`src/rtl/core/bsra_pkg.sv`:
```
// Package for bond_stress_ratio_argmax: widths, direction codes and the
// controller/datapath command and status structs. No dependencies.
package bsra_pkg;
    localparam int DATA_BITS  = 32;
    localparam int COORD_BITS = 10;
    localparam int DIR_BITS   = 2;
    localparam int GRID_BITS  = 11;
    localparam int GRID_MAX   = 1024;
    localparam int CNT_BITS   = $clog2(DATA_BITS);

    localparam logic [DIR_BITS-1:0] DIR_RIGHT = 2'd0;
    localparam logic [DIR_BITS-1:0] DIR_BACK  = 2'd1;
    localparam logic [DIR_BITS-1:0] DIR_TOP   = 2'd2;

    localparam logic CFG_STIFFNESS = 1'b0;
    localparam logic CFG_GRID_SIZE = 1'b1;

    localparam logic [DATA_BITS-1:0] STIFF_RESET = 32'h0100_0000;
    localparam logic [GRID_BITS-1:0] GRID_RESET  = 11'd64;

    typedef struct packed {
        logic load;
        logic mul_cs;
        logic mul_d;
        logic sum;
        logic div_step;
        logic update;
    } t_cmd;

    typedef struct packed {
        logic sat;
        logic last;
        logic out_busy;
    } t_sts;
endpackage

```
`src/rtl/core/bsra_ctrl.sv`:
```
// Controller FSM for bond_stress_ratio_argmax: sequences multiply, sum,
// divide and update steps for one bond word. Depends on bsra_pkg.
module bsra_ctrl (
    input  logic             i_clk,
    input  logic             i_rst_n,
    input  logic             i_in_valid,
    output logic             o_in_ready,
    input  bsra_pkg::t_sts   i_sts,
    output bsra_pkg::t_cmd   o_cmd
);
    localparam logic [2:0] S_IDLE = 3'd0;
    localparam logic [2:0] S_MUL1 = 3'd1;
    localparam logic [2:0] S_MUL2 = 3'd2;
    localparam logic [2:0] S_SUM  = 3'd3;
    localparam logic [2:0] S_DIV  = 3'd4;
    localparam logic [2:0] S_UPD  = 3'd5;

    logic [2:0]                   r_state, n_state;
    logic [bsra_pkg::CNT_BITS-1:0] r_cnt, n_cnt;

    assign o_in_ready = (r_state == S_IDLE);

    always_comb begin
        n_state = r_state;
        n_cnt   = r_cnt;
        o_cmd   = '0;
        unique case (r_state)
            S_IDLE: begin
                if (i_in_valid) begin
                    o_cmd.load = 1'b1;
                    n_state    = S_MUL1;
                end
            end
            S_MUL1: begin
                o_cmd.mul_cs = 1'b1;
                n_state      = S_MUL2;
            end
            S_MUL2: begin
                o_cmd.mul_d = 1'b1;
                n_state     = S_SUM;
            end
            S_SUM: begin
                o_cmd.sum = 1'b1;
                n_cnt     = '0;
                n_state   = S_DIV;
            end
            S_DIV: begin
                if (i_sts.sat) begin
                    n_state = S_UPD;
                end else begin
                    o_cmd.div_step = 1'b1;
                    n_cnt          = r_cnt + 1'b1;
                    if (&r_cnt) n_state = S_UPD;
                end
            end
            S_UPD: begin
                if (!(i_sts.last && i_sts.out_busy)) begin
                    o_cmd.update = 1'b1;
                    n_state      = S_IDLE;
                end
            end
            default: n_state = S_IDLE;
        endcase
    end

    always_ff @(posedge i_clk) begin
        if (!i_rst_n) begin
            r_state <= S_IDLE;
            r_cnt   <= '0;
        end else begin
            r_state <= n_state;
            r_cnt   <= n_cnt;
        end
    end
endmodule

```
`config.mk`:
```
export PLATFORM = sky130hd
export DESIGN_NAME = bsra_ctrl
export DESIGN_NICKNAME = d
export VERILOG_FILES = /design/src/rtl/core/bsra_pkg.sv /design/src/rtl/core/bsra_ctrl.sv
export SDC_FILE = /design/constraint.sdc
export NUM_CORES = 1
export LEC_CHECK = 0
export BUFFER_PORTS_ARGS = -buffer_cell sky130_fd_sc_hd__buf_4
export CELL_PAD_IN_SITES_DETAIL_PLACEMENT = 0
export CELL_PAD_IN_SITES_GLOBAL_PLACEMENT = 1
export CORE_MARGIN = 1.5
export CORE_UTILIZATION = 29
export DETAILED_ROUTE_END_ITERATION = 8
export GPL_TIMING_DRIVEN = 0
export PLACE_DENSITY_LB_ADDON = 0.1
export RECOVER_POWER = 100
export SYNTH_ARGS = -nofsm -noshare
export SYNTH_HDL_FRONTEND = slang
export SYNTH_SLANG_ARGS = --single-unit
```
`constraint.sdc`:
```
create_clock -name i_clk -period 1.85 [get_ports i_clk]
set_clock_uncertainty 0.2 [all_clocks]
set_input_delay 0.0925 -clock i_clk [delete_from_list [all_inputs] [get_ports i_clk]]
set_output_delay 0.0925 -clock i_clk [all_outputs]
set_load 0.01 [all_outputs]
```
==> run summary <==
Sequential fraction of the synthesis area: 34.9%
Worst vdd ir: 0.288 mV
Vias in the first global route: 399
N_diodes: 0
Mean post-synth cell area: 8.66 sq um
Gr busiest metal: met2
Min-Delay Startpoint: i_sts[2]
Max-cap violations: 0
CTS root buffer: clkbuf_4
Largest net degree at the start of global routing: 11
Post-synth ARST share: 0%
Lkg Pwr: 0.258 nW
DRC: 0
Reg2reg start: r_state[1]$_SDFFE_PN0P_
Die Span X: 42.8 um
Arrival time of the worst setup path: 1480 ps
Cells after Synth: 53
DRT Wirelength: 979 um
Area growth from synthesis to layout: 31.9%
CTS buffer count: 3
CP endpoint kind: primary output
Min-delay worst type: in -> reg
Final Hold Vio Count: 0
Grt ovf: 0
Reg2Reg Depth: 4
Syn Nets: 61
GRT Resource Usage Total: 11.7%
Startpoint type of the worst setup path: flop
Row cnt: 14
First-pass GRT wire length: 1.62 mm
Port bufs: 12
Crit path required time: 1560 ps
Starting Density: 30.8%
CORE AREA: 1490 sq um
Die H: 42.8 um
Syn Std Cell Area: 459 sq um
TritonRoute pass-1 iters: 4
Slew of the pin with the lowest slew margin: 270 ps
Flop2flop setup slack: 120 ps
Max Root-Sink Buffers: 2
Share of layout cells above drive strength 1: 21.1%
Routed length per instance: 11.3 um
Slew Viols, Final: 0
Final setup fails: 0
CTS clk-pin slew, worst paths: 50 ps
Clock net sink count: 8
Die area: 1830 sq um
P per Cell Area: 653 nW/um^2
Final min period: 1770 ps
Hold endpoint: r_cnt[2]$_SDFFE_PN0P_
Met2 usage: 17.3%
Clk_lat worst skew: 250 ps
Initial antenna violation count: 0
Crit Path Class: reg -> out
Antenna-violating nets left: 0
CTS tree: done
Post-synth top flop: dfxtp_1
Fillers: 165
Yosys reg bits: 8
Status: completed
R2R Path End: r_cnt[2]$_SDFFE_PN0P_
Crit share post-route: 95.8%
Final layout net count: 81
Crit path max fanout: 9
Vias: 422
Synth Warn #: 0
Routability cong.: 0.684
Fmax: 564 MHz
CTS H-tree lvls: 1
Setup Total Neg Slack: 0 ps
Met1 usage: 14.7%
IO Count: 13
EDFF count, synth: 0
WHS Path Cells: 4
Rel. slew slack: 81.9%
Hold_ws: 78.0 ps
Vias/cell: 4.85
RSZ-0062 raised after global routing: no
Met3 usage: 3.40%
HPWL Detailed: 700 um
Drt initial violations: 4
Netlist cell types: 28
## what timing repair did
action / CTS / global route
buffers inserted: 0 / 0
hold endpoints to repair: 8 / 0
gates resized for setup: 0 / 1
hold buffers: 3 / 0
endpoints found under the setup margin: 0 / 1
## final cells by class
type	instances	area, sq um	area share (%)
inverter	3	13.8	2.27
clock buffer	3	22.5	3.72
tap	16	20.0	3.31
multi-input combinational	39	264	43.6
buffer	3	23.8	3.93
sequential	8	160	26.4
timing repair buffer	15	101	16.7
## per-stage QoR
stage | utilization, % | worst slack (ps) | instance area (sq um) | std cells | power, mW
floorplan | - | 188 | 459 | 53 | 0.232
CTS | 41.8 | 30.0 | 622 | 87 | 0.411
global placement | 38.2 | 109 | 569 | 81 | 0.268
detailed placement | 38.2 | 127 | 569 | 81 | 0.267
global route | 40.7 | 11.1 | 606 | 87 | 0.425
finish | 40.7 | 77.8 | 606 | 87 | 0.395
## critical path: stages (launching register included)
cell and delay, ps:
dfxtp_1 300, buf_6 120, or4b_4 580, inv_4 100
buf_4 120
## kinds of logic after synthesis
family                     Yosys count  synth area share, %
xor gates and xnor gates             1                 1.91
muxes                                1                 2.18
buffers and inverters                6                 7.63
adders and majority gates            2                 5.45
and+or+nand+nor                     22                 28.1
DFF                                  8                 34.9
AOI/OAI and AO/OA                   13                 19.9
## metal layers
| metal | vias to the layer above | share of wire (%) |
|---|---|---|
| met5 | - | 0 |
| met4 | 0 | 2.1 |
| met3 | 2 | 6.1 |
| met2 | 11 | 41 |
| met1 | 182 | 51 |
| li1 | 227 | - |
## power breakdown
| group | switching, mW | total, mW | internal (mW) |
|---|---|---|---|
| logic | 0.0407 | 0.0811 | 0.0405 |
| registers | 0.00182 | 0.180 | 0.178 |
| clock network | 0.0601 | 0.134 | 0.0743 |
## flip-flops by register name, indices dropped and copies added (netlist names)
signal	cells
r_cnt	5
r_state	3
## synth_stat cells, drive strengths merged, types with 2 or more instances
library cell	count	area (sq um)
nor2	3	11.3
a21oi	2	10.0
inv	3	11.3
nor3b	3	22.5
o21a	3	22.5
nand2	3	11.3
nor3	2	10.0
nand3	4	20.0
dfxtp	8	160
ha	2	25.0
a21boi	2	15.0
nand3b	2	15.0
buf	3	23.8
o211ai	2	15.0
## cell usage in the layout, fill, tap and decap left out, types with 3 or more instances in the layout
| cell type | synthesis | final |
|---|---|---|
| buf_4 | 1 | 8 |
| dfxtp_1 | 8 | 8 |
| clkbuf_1 | 0 | 5 |
| nand3_1 | 4 | 4 |
| nor3b_1 | 3 | 3 |
| nand2_1 | 3 | 3 |
| nor2_1 | 3 | 3 |
| o21a_1 | 3 | 3 |
| clkbuf_4 | 0 | 3 |
| dlygate4sd3_1 | 0 | 3 |
## worst max-delay path by stage
stage	startpoint	endpoint	slack (ps)	cells after the start
floorplan	r_state[0]$_SDFFE_PN0P_	r_cnt[2]$_SDFFE_PN0P_	190	4
global placement	r_state[0]$_SDFFE_PN0P_	r_cnt[3]$_SDFFE_PN0P_	110	5
detailed placement	r_state[0]$_SDFFE_PN0P_	r_cnt[3]$_SDFFE_PN0P_	130	5
CTS	r_state[0]$_SDFFE_PN0P_	o_cmd[1]	30	4
global route	r_state[2]$_SDFFE_PN0P_	o_cmd[1]	10	4
finish	r_state[1]$_SDFFE_PN0P_	o_cmd[1]	80	4
(Power assumes the default switching activity.)
